**config.mk**
```make
export PLATFORM = sky130hd
export DESIGN_NAME = tel_queue
export DESIGN_NICKNAME = d
export VERILOG_FILES = /design/src/rtl/core/tel_pkg.sv /design/src/rtl/core/tel_queue.sv
export SDC_FILE = /design/constraint.sdc
export NUM_CORES = 1
export LEC_CHECK = 0
export BUFFER_PORTS_ARGS = -buffer_cell sky130_fd_sc_hd__buf_4
export CORE_ASPECT_RATIO = 0.6
export CORE_MARGIN = 1.5
export CORE_UTILIZATION = 56
export DETAILED_ROUTE_END_ITERATION = 16
export PLACE_DENSITY = 0.84
export SKIP_CTS_REPAIR_TIMING = 1
export SYNTH_ARGS = -nofsm -noshare
export SYNTH_HDL_FRONTEND = slang
export SYNTH_SLANG_ARGS = --single-unit
export TNS_END_PERCENT = 5
```
**constraint.sdc**
```tcl
create_clock -name clk_i -period 11.65 [get_ports clk_i]
set_input_delay 0.5825 -clock clk_i [delete_from_list [all_inputs] [get_ports clk_i]]
set_output_delay 0.5825 -clock clk_i [all_outputs]
set_load 0.05 [all_outputs]
```
**src/rtl/core/tel_pkg.sv**
```systemverilog
// Shared types and constants for the temporal edge relaxation block.
package tel_pkg;

  // Field widths of the request and result items
  localparam int VERTEX_W = 12;
  localparam int WEIGHT_W = 16;
  localparam int TIME_W   = 32;
  localparam int DIST_W   = 32;
  localparam int REQ_W    = 2;

  // Stream payload widths, padded to whole bytes
  localparam int IN_DATA_W  = 104;
  localparam int OUT_DATA_W = 72;

  // Configuration port
  localparam int CFG_IDX_W  = 2;
  localparam int CFG_DATA_W = 32;

  // Depth of the queue between front and back
  localparam int QUEUE_DEPTH = 2;

  // Initial values for a vertex other than the query source
  localparam logic [DIST_W-1:0] DIST_INF = 32'h3FFF_FFFF;
  localparam logic [TIME_W-1:0] TIME_INF = 32'h7FFF_FFFF;

  // Request kinds
  typedef enum logic [REQ_W-1:0] {
    REQ_RELAX = 2'd0,
    REQ_CLEAR = 2'd1,
    REQ_INIT  = 2'd2,
    REQ_READ  = 2'd3
  } req_e;

  // Configuration register indexes
  localparam logic [CFG_IDX_W-1:0] CFG_SOURCE_VERTEX = 2'd0;
  localparam logic [CFG_IDX_W-1:0] CFG_QUERY_START   = 2'd1;
  localparam logic [CFG_IDX_W-1:0] CFG_QUERY_END     = 2'd2;

  // Query configuration as seen by front and back
  typedef struct packed {
    logic [VERTEX_W-1:0]      origin_vertex;
    logic signed [TIME_W-1:0] query_start;
    logic signed [TIME_W-1:0] query_end;
  } cfg_t;

  // Classified request as it travels through the queue
  typedef struct packed {
    req_e                       req;
    logic                       in_range;   // all addressed vertices exist
    logic                       in_window;  // edge overlaps the query interval
    logic                       end_ok;     // edge ends inside the query interval
    logic                       is_source;  // addressed vertex is the query source
    logic [VERTEX_W-1:0]        from_vertex;
    logic [VERTEX_W-1:0]        to_vertex;
    logic signed [WEIGHT_W-1:0] weight;
    logic signed [TIME_W-1:0]   begin_time;
    logic signed [TIME_W-1:0]   finish_time;
  } item_t;

  // Result item, newly_visited in the lowest bit
  typedef struct packed {
    logic              vertex_visited;
    logic [TIME_W-1:0] vertex_arrival;
    logic [DIST_W-1:0] vertex_distance;
    logic              newly_visited;
  } result_t;

endpackage

```
**src/rtl/core/tel_queue.sv**
```systemverilog
// Short queue of classified requests between front and back.
module tel_queue
  import tel_pkg::*;
(
  input  logic  clk_i,
  input  logic  rst_ni,
  input  logic  push_i,
  input  item_t push_item_i,
  output logic  full_o,
  input  logic  pop_i,
  output logic  empty_o,
  output item_t head_o
);

  localparam int PTR_W = (QUEUE_DEPTH > 1) ? $clog2(QUEUE_DEPTH) : 1;
  localparam int CNT_W = $clog2(QUEUE_DEPTH + 1);

  item_t              slot_q [QUEUE_DEPTH];
  logic [PTR_W-1:0]   wr_ptr_q, wr_ptr_d;
  logic [PTR_W-1:0]   rd_ptr_q, rd_ptr_d;
  logic [CNT_W-1:0]   cnt_q, cnt_d;

  assign full_o  = cnt_q == CNT_W'(QUEUE_DEPTH);
  assign empty_o = cnt_q == '0;
  assign head_o  = slot_q[rd_ptr_q];

  // Advance pointers and the fill count
  always_comb begin
    wr_ptr_d = wr_ptr_q;
    rd_ptr_d = rd_ptr_q;
    cnt_d    = cnt_q;
    if (push_i) begin
      wr_ptr_d = (wr_ptr_q == PTR_W'(QUEUE_DEPTH - 1)) ? '0 : wr_ptr_q + 1'b1;
    end
    if (pop_i) begin
      rd_ptr_d = (rd_ptr_q == PTR_W'(QUEUE_DEPTH - 1)) ? '0 : rd_ptr_q + 1'b1;
    end
    case ({push_i, pop_i})
      2'b10:   cnt_d = cnt_q + 1'b1;
      2'b01:   cnt_d = cnt_q - 1'b1;
      default: cnt_d = cnt_q;
    endcase
  end

  always_ff @(posedge clk_i or negedge rst_ni) begin
    if (!rst_ni) begin
      wr_ptr_q <= '0;
      rd_ptr_q <= '0;
      cnt_q    <= '0;
    end else begin
      wr_ptr_q <= wr_ptr_d;
      rd_ptr_q <= rd_ptr_d;
      cnt_q    <= cnt_d;
    end
  end

  // Store the pushed request
  always_ff @(posedge clk_i) begin
    if (push_i) begin
      slot_q[wr_ptr_q] <= push_item_i;
    end
  end

endmodule

```
Word-level counts from Yosys, hierarchy flattened
Memory sizes are Yosys's and may differ from the RTL's.
Index checks and enable logic that the tools add are counted.

operators by class
  add/sub/neg operators = 4
  multiply operators = 0
  divide/modulo/power cells = 0
  magnitude comparators = 0
  equality and inequality tests = 3
  shift-type cells = 0
  muxes and demuxes = 5
  bitwise gates (word level) = 0
  reductions and logical operators = 2

operators by type and width
  cell                                                  number
  equality test 2 bit (second input constant)           2
  2-to-1 mux 1 bit                                      4
  one-hot mux 2 bit (2 select lines)                    1
  adder 1 bit (second input constant)                   2
  adder 2 x 1 -> 2 bit (second input constant)          1
  equality test 2 x 1 -> 1 bit (second input constant)  1
  logical NOT 2 bit                                     1
  nonzero test 2 bit                                    1
  subtractor 2 x 1 -> 2 bit (second input constant)     1

word-level totals
  register bits after elaboration = 4
  latch bits = 0
  bits in writable memories = 220
  ROM bits = 0
  bits of input ports = 114
  output and inout bits = 112
  memories kept = 1

memory list
  memory  depth  bits a word  rd ports  clocked after memory_dff  wr ports  RTL line         text
  slot_q  2      110          1         0                         1         tel_queue.sv:18  item_t slot_q [QUEUE_DEPTH];

Logic depth before layout (Yosys ltp)
  depth after elaboration = 2
  gate-level depth with buffers = 5
  depth with buffers taken out = 5

Worst setup path before layout
No wires, ideal clock.

  path kind = in2reg
  start point = input port push_i
  end point = memory slot_q[0][0] (netlist bit) (enable)
  library setup time = 0.583 ns
  data arrival time = 5.249 ns
  path slack = 5.818 ns
  cell stages on the path = 2
  path through = inv_1 nor2_1

between the ends
  word-level cells in the longest chain between the ends = 2

ends and longest elaborated chain
  item                                    RTL line         text
  start, declared                         tel_queue.sv:7   input logic push_i,
  2-to-1 mux 1 bit                        tel_queue.sv:59  if (push_i) begin
  2-to-1 mux 1 bit (implied by the code)  tel_queue.sv:60  slot_q[wr_ptr_q] <= push_item_i;
  end, declared                           tel_queue.sv:18

No other way between the ends.

==> flow_metrics.py <==
metrics = {
    "synth": {
        "synthesis.nets": 473,
        "netlist.area_leader.share_pct": 81.0,
        "post_synth_num_cell_types": 12,
        "ys_ff_latch": 224,
        "post_synth_instance_area_mm2": 0.00815,
        "syn_area_cell_um2": 22.8,
        "synth.yosys.warnings": 0,
        "synth-async-reset-ratio_pct": 1.79,
        "synth.yosys.seq_area_share_pct": 82.3,
        "biggest_area_contributors_in_the_synthesized_netlist": "sky130_fd_sc_hd__edfxtp_1, sky130_fd_sc_hd__mux2_2, sky130_fd_sc_hd__buf_6",
        "number_of_flops_mapped_to_enable_cells_by_yosys": 220,
        "synth_flop_cell": "sky130_fd_sc_hd__edfxtp_1",
        "post_synth_inst_count": 358,
        "ys_top_cells_by_count": "sky130_fd_sc_hd__edfxtp_1, sky130_fd_sc_hd__mux2_2, sky130_fd_sc_hd__buf_6",
        "netlist.top_cell.by_area": "sky130_fd_sc_hd__edfxtp_1",
        "synth.most_common_cell": "sky130_fd_sc_hd__edfxtp_1",
    },
    "global_route": {
        "grt.total_usage_pct": 19.7,
        "vias_in_the_first_global_route": 4237,
        "wire_length_of_the_first_global_routing_pass_um": 22800,
        "initial_antenna_violation_count": 0,
        "grt_max_degree": 81,
        "globalRouteOverflowTotal": 0,
    },
    "power": {
        "seq_power_share_pct": 37.3,
        "p_leak_uw": 0.00399,
        "p_int_uw": 1850,
        "clk_network_pwr_share_pct": 20.5,
        "vdd_drop_max_v": 0.000215,
        "switching_share_pct": 39.1,
        "switchingPower_uw": 1190,
        "p_per_area_mw_per_mm2": 285,
        "comb_power_share_pct": 42.2,
    },
    "worst_setup_path": {
        "timing.critical_path.buf_inv": 2,
        "critPathArrivalTime_ps": 2800,
        "crit_family": "buffers and inverters",
        "worst-endpoint-required_ps": 11070,
        "critical_path.max_stage_delay_ps": 830,
        "critical_path.most_common_cell": "sky130_fd_sc_hd__buf_4",
        "critical_path.slowest_cell": "sky130_fd_sc_hd__buf_4",
        "maximum_net_fanout_on_the_critical_path": 80,
        "crit_path_category": "flop to primary output",
        "worst_setup_path_end_kind": "primary output",
        "path_cells": "buf_4 -> mux2_2 -> buf_4",
        "critPathLaunchType": "flop",
    },
    "floorplanning": {
        "start_util_pct": 58.6,
        "die-height_um": 96.5,
        "die_x_um": 159,
        "number_of_top_level_design_ports": 226,
        "die_area_mm2": 0.0153,
        "floorplan.rows": 33,
        "placeableCoreArea_mm2": 0.0139,
    },
    "placed_design": {
        "detailedPlace.worstSlack_ps": 8810,
        "place.port_buffers": 225,
        "dp.final_hpwl_um": 10000,
        "placement.cell_area_mm2": 0.0100,
        "globalplace.congestion": 0.760,
    },
    "worst_hold_path": {
        "min-delay-path-class": "primary input to flop",
    },
    "sta": {
        "post-route-worst-setup-slack_ps": 8270,
        "finalWorstPathRequiredPeriod_ps": 3380,
        "rsz_0062_raised_after_global_routing": "no",
        "fin_worst_skew_ps": 5.93,
        "final_setup_violating_endpoints": 0,
        "holdWs_ps": 281,
        "maxSlewViolCount": 0,
        "worst-slew-pin-transition_ps": 1060,
        "final.period_utilization_pct": 29.0,
        "hold_viol_final": 0,
        "max_freq_ghz": 0.296,
        "setup_tns_ps": 0,
        "timing.slew.headroom_pct": 29.1,
    },
    "clock_tree": {
        "tritoncts": "built",
        "clkLatencyLatePin_ps": 480,
        "cts-root-buf": "sky130_fd_sc_hd__clkbuf_16",
        "clk_pin_slew_ps": 70,
        "clock_sinks": 224,
        "clk_path_buf_depth": 3,
        "cts.htree.levels": 1,
        "numCtsBuffers": 20,
    },
    "route": {
        "via_per_inst": 5.14,
        "starting_drc_count_in_detailed_routing": 271,
        "wl_per_cell_um": 19.2,
        "drcViolationCount": 0,
        "final_antenna_net_count": 0,
        "via_count": 4134,
        "drt_pre_antenna_iters": 4,
        "finalWirelength_um": 15400,
    },
    "finish": {
        "finish.instance_area_mm2": 0.0106,
        "final_layout_size_suffix_gt1_share_pct": 60.3,
        "antenna-diode-count": 0,
        "area_growth_pct": 30.5,
        "filler_cell_count": 769,
        "final_core_util_pct": 76.4,
        "layout.nets": 713,
    },
    "status": {
        "result_of_the_run": "completed",
    },
    "flow_run": {
        "cap_viol_max_count": 0,
    },
}
cell usage in the layout (no fill, tap or decap), drive strengths merged:
cell type	synthesis	final
and2	1	1
ha	1	1
edfxtp	220	220
dfrtp	4	4
bufinv	0	1
xor2	3	3
clkbuf	0	29
xnor2	2	2
buf	12	229
inv	1	1
clkinvlp	0	1
dlygate4sd3	0	1
clkinv	0	5
nor2	3	3
nor2b	1	1
mux2	110	110
metrics by stage:
stage          total power, uW  std cells
5_1_grt                   3140        804
2_1_floorplan             2100        358
6_report                  3040        804
4_1_cts                   3060        803
3_5_place_dp              2430        767
3_3_place_gp              2410        767
cell type report:
cell class              instances  area, um^2  area share [%]
well taps                     192         240            2.26
inverters                       1        3.75          0.0353
multi-input cells             121        1330            12.5
clock inverters                 7        60.1           0.565
repair buffers                230        1730            16.3
clock buffers                  29         566            5.32
flip-flops and latches        224        6710            63.1
metal layers:
| metal | up-vias | track usage, % | share of wire, % |
|---|---|---|---|
| li1 | 1904 | - | - |
| met1 | 2026 | 26.5 | 42 |
| met2 | 185 | 31.2 | 47 |
| met3 | 19 | 6.87 | 9.5 |
| met4 | 0 | 5.40 | 1.7 |
| met5 | - | 0 | 0 |
state kept, by name, summed over array words and instances (netlist names):
| signal | cells |
|---|---|
| cnt_q | 2 |
| rd_ptr_q | 1 |
| slot_q | 220 |
| wr_ptr_q | 1 |
kinds of logic after synthesis:
group | after synthesis | share of synthesized area [%]
xor+xnor | 5 | 0.537
flops | 224 | 82.3
fa+ha+maj | 1 | 0.153
simple gates | 5 | 0.292
buf+inv | 13 | 1.55
mux | 110 | 15.2
power groups by stage:
stage	Clock, uW	Sequential [uW]	Combinational (uW)
floorplan	0	1130	972
global placement	0	1140	1270
detailed placement	0	1150	1280
CTS	637	1130	1290
global route	670	1140	1330
finish	624	1130	1280
path summary, 6_finish.rpt:
check	cells past startpoint	startpoint	end	slack, ps
setup reg to reg	2	wr_ptr_q$_DFFE_PN0P_	slot_q[1][97]$_DFFE_PP_	9390
max in group asynchronous	2	rst_ni	rd_ptr_q$_DFFE_PN0P_	11070
hold / removal	1	push_item_i[7]	slot_q[1][7]$_DFFE_PP_	280
min in group asynchronous	2	rst_ni	rd_ptr_q$_DFFE_PN0P_	460
hold reg to reg	1	cnt_q[1]$_DFFE_PN0P_	cnt_q[1]$_DFFE_PN0P_	500
setup / recovery	3	rd_ptr_q$_DFFE_PN0P_	head_o[4]	8270
Power figures use the tool's default switching activity.
