$ cat config.mk
export PLATFORM = sky130hd
export DESIGN_NAME = tel_front
export DESIGN_NICKNAME = d
export VERILOG_FILES = /design/src/rtl/core/tel_pkg.sv /design/src/rtl/core/tel_front.sv
export SDC_FILE = /design/constraint.sdc
export NUM_CORES = 1
export LEC_CHECK = 0
export ABC_AREA = 0
export BUFFER_PORTS_ARGS = -buffer_cell sky130_fd_sc_hd__buf_2
export CAP_MARGIN = 40
export CORE_AREA = 2 2 117 119
export DETAILED_ROUTE_END_ITERATION = 16
export DIE_AREA = 0 0 119 121
export GPL_TIMING_DRIVEN = 0
export SETUP_SLACK_MARGIN = 0.05
export SLEW_MARGIN = 20
export SYNTH_ARGS = -nofsm -noshare
export SYNTH_HDL_FRONTEND = slang
export SYNTH_SLANG_ARGS = --single-unit
$ cat constraint.sdc
create_clock -name vclk -period 1.8
set_clock_uncertainty 0.2 [all_clocks]
set_input_delay 0.09 -clock vclk [all_inputs]
set_output_delay 0.09 -clock vclk [all_outputs]
set_load 0.01 [all_outputs]
$ cat src/rtl/core/tel_pkg.sv
// Shared types and constants for the temporal edge relaxation block.
package tel_pkg;

  // Field widths of the request and result items
  localparam int VERTEX_W = 12;
  localparam int WEIGHT_W = 16;
  localparam int TIME_W   = 32;
  localparam int DIST_W   = 32;
  localparam int REQ_W    = 2;

  // Stream payload widths, padded to whole bytes
  localparam int IN_DATA_W  = 104;
  localparam int OUT_DATA_W = 72;

  // Configuration port
  localparam int CFG_IDX_W  = 2;
  localparam int CFG_DATA_W = 32;

  // Depth of the queue between front and back
  localparam int QUEUE_DEPTH = 2;

  // Initial values for a vertex other than the query source
  localparam logic [DIST_W-1:0] DIST_INF = 32'h3FFF_FFFF;
  localparam logic [TIME_W-1:0] TIME_INF = 32'h7FFF_FFFF;

  // Request kinds
  typedef enum logic [REQ_W-1:0] {
    REQ_RELAX = 2'd0,
    REQ_CLEAR = 2'd1,
    REQ_INIT  = 2'd2,
    REQ_READ  = 2'd3
  } req_e;

  // Configuration register indexes
  localparam logic [CFG_IDX_W-1:0] CFG_SOURCE_VERTEX = 2'd0;
  localparam logic [CFG_IDX_W-1:0] CFG_QUERY_START   = 2'd1;
  localparam logic [CFG_IDX_W-1:0] CFG_QUERY_END     = 2'd2;

  // Query configuration as seen by front and back
  typedef struct packed {
    logic [VERTEX_W-1:0]      origin_vertex;
    logic signed [TIME_W-1:0] query_start;
    logic signed [TIME_W-1:0] query_end;
  } cfg_t;

  // Classified request as it travels through the queue
  typedef struct packed {
    req_e                       req;
    logic                       in_range;   // all addressed vertices exist
    logic                       in_window;  // edge overlaps the query interval
    logic                       end_ok;     // edge ends inside the query interval
    logic                       is_source;  // addressed vertex is the query source
    logic [VERTEX_W-1:0]        from_vertex;
    logic [VERTEX_W-1:0]        to_vertex;
    logic signed [WEIGHT_W-1:0] weight;
    logic signed [TIME_W-1:0]   begin_time;
    logic signed [TIME_W-1:0]   finish_time;
  } item_t;

  // Result item, newly_visited in the lowest bit
  typedef struct packed {
    logic              vertex_visited;
    logic [TIME_W-1:0] vertex_arrival;
    logic [DIST_W-1:0] vertex_distance;
    logic              newly_visited;
  } result_t;

endpackage

$ cat src/rtl/core/tel_front.sv
// Front end: accepts requests from the input stream and classifies them.
module tel_front
  import tel_pkg::*;
#(
  parameter int VERTICES = 4096
) (
  input  logic                 rst_ni,
  input  logic                 s_axis_tvalid,
  output logic                 s_axis_tready,
  // from_vertex, to_vertex, weight, begin_time, finish_time (lowest bit up)
  input  logic [IN_DATA_W-1:0] s_axis_tdata,
  // req_type
  input  logic [REQ_W-1:0]     s_axis_tuser,
  input  cfg_t                 cfg_i,
  input  logic                 queue_full_i,
  output logic                 push_o,
  output item_t                item_o
);

  localparam logic [31:0] VCOUNT = 32'(VERTICES);

  logic [VERTEX_W-1:0]        from_v;
  logic [VERTEX_W-1:0]        to_v;
  logic signed [WEIGHT_W-1:0] weight;
  logic signed [TIME_W-1:0]   begin_t;
  logic signed [TIME_W-1:0]   finish_t;
  req_e                       req;
  logic                       to_ok;
  logic                       from_ok;

  // Unpack the payload
  assign from_v   = s_axis_tdata[11:0];
  assign to_v     = s_axis_tdata[23:12];
  assign weight   = $signed(s_axis_tdata[39:24]);
  assign begin_t  = $signed(s_axis_tdata[71:40]);
  assign finish_t = $signed(s_axis_tdata[103:72]);
  assign req      = req_e'(s_axis_tuser);

  // Check that the addressed vertices exist
  assign to_ok   = 32'(to_v) < VCOUNT;
  assign from_ok = 32'(from_v) < VCOUNT;

  // Classify the request against the query interval
  always_comb begin
    item_o.req         = req;
    item_o.in_range    = to_ok && (from_ok || (req != REQ_RELAX));
    item_o.in_window   = ($signed(begin_t) < $signed(cfg_i.query_end)) &&
                         ($signed(finish_t) > $signed(cfg_i.query_start));
    item_o.end_ok      = $signed(finish_t) <= $signed(cfg_i.query_end);
    item_o.is_source   = to_v == cfg_i.origin_vertex;
    item_o.from_vertex = from_v;
    item_o.to_vertex   = to_v;
    item_o.weight      = weight;
    item_o.begin_time  = begin_t;
    item_o.finish_time = finish_t;
  end

  // Take a transfer whenever the queue has room and reset is not asserted
  assign s_axis_tready = !queue_full_i && rst_ni;
  assign push_o        = s_axis_tvalid && s_axis_tready;

endmodule

* Yosys cells after proc, flatten, opt, wreduce, memory -nomap -nowiden *
Index checks and enable logic that the tools add are counted.

word-level totals
  bits in registers = 0
  output and inout port bits = 112
  logic and storage cells = 8

operators by class
  magnitude comparators = 3
  equal/unequal tests = 1
  reductions and logical operators = 4

operators by type and width
  cell               number
  $gt 32x32->1       1
  $le 32x32->1       1
  $lt 32x32->1       1
  $eq 12x12->1       1
  $logic_and 1x1->1  3
  $logic_not 1->1    1

* Depth between registers and ports, before layout *
Gate-level depths: netlist (run 1).

  depth after elaboration = 3
  gate-level depth with buffers = 9
  mapped depth without buffers = 9

* Least setup slack after synthesis (run 1) *
Ideal clock, no wire load.

  path kind = input to output
  from = input port cfg_i[17] in the netlist's numbering
  to = output port item_o[106] in the netlist's numbering
  data arrival time = 1.749 ns
  path slack = -0.239 ns
  stages on the path = 9
  path through = inv_1 -> ha_1 -> a21o_1 -> a221o_1 -> a221oi_1 -> o21ai_0 -> o21ai_1 -> a21oi_1 -> a211oi_1

RTL lines
  element      RTL line         source
  from (decl)  tel_front.sv:14  input cfg_t cfg_i,
  to (decl)    tel_front.sv:17  output item_t item_o

==> flow_summary_export.csv, run 1 <==
group,metric,value,unit
final_layout,drive_gt1_share,58.81,%
logic_synthesis,syn_avg_cell_area,7.467,sq um
logic_synthesis,syn_nets,712,
sta,rsz0062_at_grt,"yes",
detailed_routing,ant_nets,0,
logic_synthesis,synth_cells,432,
status,violations,"negative setup slack",
sta,timing.fmax,0.4135,GHz
floorplan,die_width,119,um
detailed_routing,avgViaCountPerCell,4.143,
power_and_ir_drop,vdd.ir_drop.worst,0.00008540,V
global_routing,grt_pass1_wl,16.56,mm
final_layout,numSequentialCells,0,
sta,setup_tns,-0.9983,ns
final_layout,num_antenna_cells,0,
worst_setup_path,criticalPathCategory,"input port to output pin",
floorplan,num_rows,42,
floorplan,die_y,121,um
logic_synthesis,post_synth_instance_area,3226,sq um
worst_setup_path,cp.arrival,2.13,ns
floorplan,start_util,24.65,%
worst_setup_path,worst_setup_path_start_kind,"input port",
placement,place_inst,874,
sta,setup_violations,2,
worst_hold_path,hold_depth,2,
status,status,"finished with violations",
flow_run,maxCapViolCount,0,
global_routing,grt_max_degree,5,
floorplan,core_area,13090,sq um
detailed_routing,wl,10.46,mm
floorplan,io-pin-count,297,
sta,setup_ws,-0.6182,ns
worst_setup_path,end_kind,"output pin",
worst_setup_path,required,1.51,ns
worst_setup_path,cp_max_fo,2,
global_routing,grt_pass1_vias,3625,
logic_synthesis,ys_seq_area_share,0,%
worst_hold_path,hold_class,"input port to output pin",
sta,min_period,2.418,ns
placement,port_buffers,266,
sta,hold_viol,0,
final_layout,fin_area,5124,sq um
detailed_routing,drt_pass1_iterations,4,
final_layout,area_growth,58.84,%
placement,hpwl,9.821,mm
logic_synthesis,synth_cell_types,34,
logic_synthesis,yosysWarnings,0,
final_layout,layout.area.seq,0,sq um
detailed_routing,drt_iter0_drc,69,
detailed_routing,drc,0,
global_routing,antenna_found_initial,1,
floorplan,dieArea,14400,sq um
power_and_ir_drop,p_per_area,228.8,nW/um^2
detailed_routing,vias,3646,
sta,finalCritPeriodShare,134.3,%
power_and_ir_drop,power_leakage,3.043,nW
placement,placed_cell_area,4923,sq um
final_layout,stdcell_count,880,
sta,slew_violations,0,
detailed_routing,wl_per_cell,11.89,um
clock_tree,cts-hold-fix-buffers,0,
global_routing,grt_overflow,0,
final_layout,fin_nets,986,
power_and_ir_drop,total_power,1.172,mW
placement,routabilityCongestion,0.8040,
final_layout,nClkBuffers,0,
global_routing,grt.total_usage,13.74,%
critical path: stages:
cell and delay, ns:
buf_8 0.09, inv_12 0.03, ha_4 0.25, and4_4 0.21, nand4_1 0.19, or4_4 0.61, a31oi_4 0.20, o21ai_2 0.09
a21oi_2 0.17, a211oi_2 0.05, buf_2 0.15
synth_stat cells (2+ instances only):
cell type	n	area, sq um
nor4_1	2	12.51
nor3_1	4	20.02
o21ai_0	13	65.06
a31oi_1	2	12.51
nand4_1	23	143.9
a21oi_1	33	165.2
o211ai_1	4	30.03
a211oi_1	4	30.03
nor2_1	9	33.78
ha_1	95	1189
nor2b_1	5	31.28
a2111oi_0	2	17.52
buf_4	107	803.3
inv_1	66	247.7
xnor2_1	12	105.1
nand3_1	4	20.02
and4_1	2	17.52
a21o_1	14	105.1
nand2_1	16	60.06
logic make-up (layout without fill, tap and decap cells):
family / count (synthesis) / after routing / synth area share [%]
AO/OA/AOI/OAI: 80 / 80 / 15.24
adder cells (fa/ha/maj): 95 / 95 / 36.85
buffers and inverters: 173 / 445 / 32.58
other: 1 / 1 / 0.1163
XOR/XNOR: 12 / 12 / 3.258
multiplexers: 1 / 1 / 0.3491
AND/OR/NAND/NOR: 70 / 70 / 11.60
power by group:
part	switching [mW]	internal (mW)
clock network	0	0
logic	0.538	0.634
registers	0	0
total	0.538	0.634
area by class of cell:
| type | instances | area [sq um] |
|---|---|---|
| Fill cell | 1413 | 7961 |
| Multi-Input combinational cell | 259 | 2387 |
| Timing Repair Buffer | 272 | 1433 |
| Buffer | 107 | 803.3 |
| Inverter | 66 | 280.3 |
| Tap cell | 176 | 220.2 |
placed cells by master (no fill, tap or decap), types with 2 or more instances in the layout:
| master | count |
|---|---|
| buf_2 | 257 |
| inv_4 | 3 |
| a21oi_1 | 29 |
| o21ai_1 | 2 |
| o211ai_1 | 4 |
| nor2b_1 | 5 |
| inv_12 | 2 |
| a211oi_2 | 2 |
| nor3_1 | 3 |
| a21oi_2 | 4 |
| buf_4 | 114 |
| a211oi_1 | 2 |
| nand4_1 | 23 |
| a21o_1 | 14 |
| buf_6 | 7 |
| xnor2_1 | 12 |
| o21ai_0 | 11 |
| a2111oi_1 | 2 |
| inv_1 | 57 |
| ha_1 | 84 |
| nor2_1 | 9 |
| ha_4 | 11 |
| nand2_1 | 16 |
| nand3_1 | 4 |
| inv_2 | 4 |
per-stage QoR:
| stage | worst slack [ns] | utilization (%) | hold slack [ns] |
|---|---|---|---|
| floorplan | -0.05937 | - | 0.03097 |
| global placement | -1.016 | 37.63 | 0.1639 |
| detailed placement | -0.9929 | 37.63 | 0.1646 |
| CTS | -0.6843 | 39.04 | 0.1644 |
| global route | -0.7089 | 39.16 | 0.1656 |
| finish | -0.6182 | 39.16 | 0.1633 |
worst paths after layout:
kind | endpoint | from
setup / recovery | item_o[106] | cfg_i[21]
hold / removal | item_o[76] | s_axis_tdata[36]
layer usage:
metal	wire, um	track usage, %	share of wire [%]	vias to the layer above
li1	-	-	-	1940
met5	13	0	0.12	-
met1	4142	16.16	40	1539
met2	5473	27.51	52	159
met4	40	0.3720	0.38	2
met3	788	1.927	7.5	6
what timing repair did:
| action | CTS | global route |
|---|---|---|
| hold endpoints to repair | 0 | 0 |
| endpoints found under the setup margin | 2 | 2 |
| setup buffers | 6 | 0 |
| pin swaps | 12 | 2 |
| resized for setup | 29 | 5 |
Note: power is estimated with default switching activity, not from simulation.
==> inputs of run 2 (changes only) <==
MAX_ROUTING_LAYER = met4   (was not set)
==> flow_summary_export.csv, run 2 (same netlist as run 1, synthesis figures left out) <==
group,metric,value,unit
status,status,"finished with violations",
status,violations,"negative setup slack",
final_layout,layout.area.seq,0,sq um
final_layout,drive_gt1_share,58.81,%
worst_setup_path,criticalPathCategory,"input port to output pin",
sta,hold_viol,0,
final_layout,fin_area,5126,sq um
detailed_routing,wl,10.46,mm
sta,finalCritPeriodShare,134.4,%
global_routing,antenna_found_initial,1,
floorplan,start_util,24.65,%
final_layout,final_common_cell,"buf_2",
detailed_routing,drt_pass1_iterations,4,
sta,hold_slack,0.1633,ns
sta,setup_ws,-0.6199,ns
detailed_routing,vias,3643,
power_and_ir_drop,p_per_area,228.7,nW/um^2
floorplan,dieArea,14400,sq um
worst_setup_path,cp_slowest_cell,"or4_4",
floorplan,io-pin-count,297,
sta,slew_violations,0,
power_and_ir_drop,power_leakage,3.043,nW
placement,place_inst,874,
floorplan,core_area,13090,sq um
floorplan,num_rows,42,
floorplan,die_width,119,um
worst_hold_path,hold_class,"input port to output pin",
detailed_routing,drt_iter0_drc,83,
final_layout,area_growth,58.92,%
worst_setup_path,end_kind,"output pin",
placement,routabilityCongestion,0.8157,
worst_hold_path,worstHoldStart,"s_axis_tdata[36]",
floorplan,die_y,121,um
sta,setup_violations,2,
worst_setup_path,required,1.51,ns
detailed_routing,wl_per_cell,11.88,um
final_layout,n_fill_cell,1414,
detailed_routing,ant_nets,0,
detailed_routing,avgViaCountPerCell,4.135,
sta,min_period,2.420,ns
global_routing,grt_overflow,0,
worst_hold_path,hold_depth,2,
power_and_ir_drop,vdd.ir_drop.worst,0.00008541,V
final_layout,final_cell_mix,"buf_2 (257), buf_4 (114), ha_1 (84), inv_1 (57), a21oi_1 (29)",
placement,placed_cell_area,4923,sq um
global_routing,grt_max_degree,5,
final_layout,final_core_util,39.18,%
global_routing,grt_pass1_wl,16.55,mm
global_routing,grt.total_usage,14.12,%
worst_setup_path,cp_max_fo,2,
worst_setup_path,worst_setup_path_start_kind,"input port",
final_layout,nClkBuffers,0,
final_layout,multi_input_comb_area,2387,sq um
worst_setup_path,max_stage_delay,0.61,ns
placement,hpwl,9.821,mm
placement,port_buffers,266,
flow_run,maxCapViolCount,0,
global_routing,grt_pass1_vias,3628,
worst_setup_path,cp.arrival,2.13,ns
final_layout,stdcell_count,881,
final_layout,fin_nets,986,
worst_setup_path,startpoint,"cfg_i[21]",
worst_hold_path,holdPathEnd,"item_o[76]",
sta,timing.fmax,0.4132,GHz
worst_setup_path,cp_cell_sequence,"buf_8 -> inv_12 -> ha_4 -> and4_4 -> nand4_1 -> or4_4 -> a31oi_4 -> o21ai_2 -> a21oi_2 -> a211oi_2 -> buf_2",
sta,rsz0062_at_grt,"yes",
detailed_routing,drc,0,
final_layout,numSequentialCells,0,
[run 2: routing by layer]
metal,GRT usage [%],vias up,routed length [um]
li1,-,1940,-
met1,16.19,1540,4165
met2,27.55,159,5477
met3,1.786,4,782
met4,0.3720,0,38
met5,-,-,0
[run 2: metrics by stage]
stage / setup WS [ns] / total power [mW] / setup TNS, ns
after floorplan: -0.05937 / 0.6726 / -0.05937
after global placement: -1.016 / 1.122 / -1.472
after detailed placement: -0.9929 / 1.133 / -1.473
after CTS: -0.6843 / 1.180 / -1.138
after global routing: -0.7089 / 1.327 / -1.241
final: -0.6199 / 1.172 / -0.9999
[run 2: worst max-delay path: cells and delay by family]
kind	cells	cell delay, ns
AO/OA/AOI/OAI	4	0.51
adder cells (fa/ha/maj)	1	0.25
buffers and inverters	3	0.27
AND/OR/NAND/NOR	3	1.01
[run 2: cell type report]
type	count	share of cell area (%)
timing repair buffer	272	27.95
buffer	107	15.67
inverter	66	5.467
multi-input combinational	259	46.57
antenna	1	0.04882
tap	176	4.296
[run 2: how the worst max path moves through the flow]
stage          slack [ns]     endpoint  depth (start not counted)
2_1_floorplan       -0.06  item_o[106]                          9
3_3_place_gp        -1.02  item_o[106]                         11
3_5_place_dp        -0.99  item_o[106]                         11
4_1_cts             -0.68  item_o[106]                         11
5_1_grt             -0.71  item_o[106]                         11
6_report            -0.62  item_o[106]                         11
[run 2: what timing repair did]
| action | in CTS | in global routing |
|---|---|---|
| pin swaps | 12 | 2 |
| setup endpoints to repair | 2 | 2 |
| gates resized for setup | 29 | 5 |
| buffers inserted | 6 | 0 |
| hold buffers | 0 | 0 |
| cloned | 0 | 0 |
[run 2: where the power goes]
part           internal, mW  switching [mW]
Clock          0.0000000742               0
Sequential                0               0
Combinational         0.634           0.538
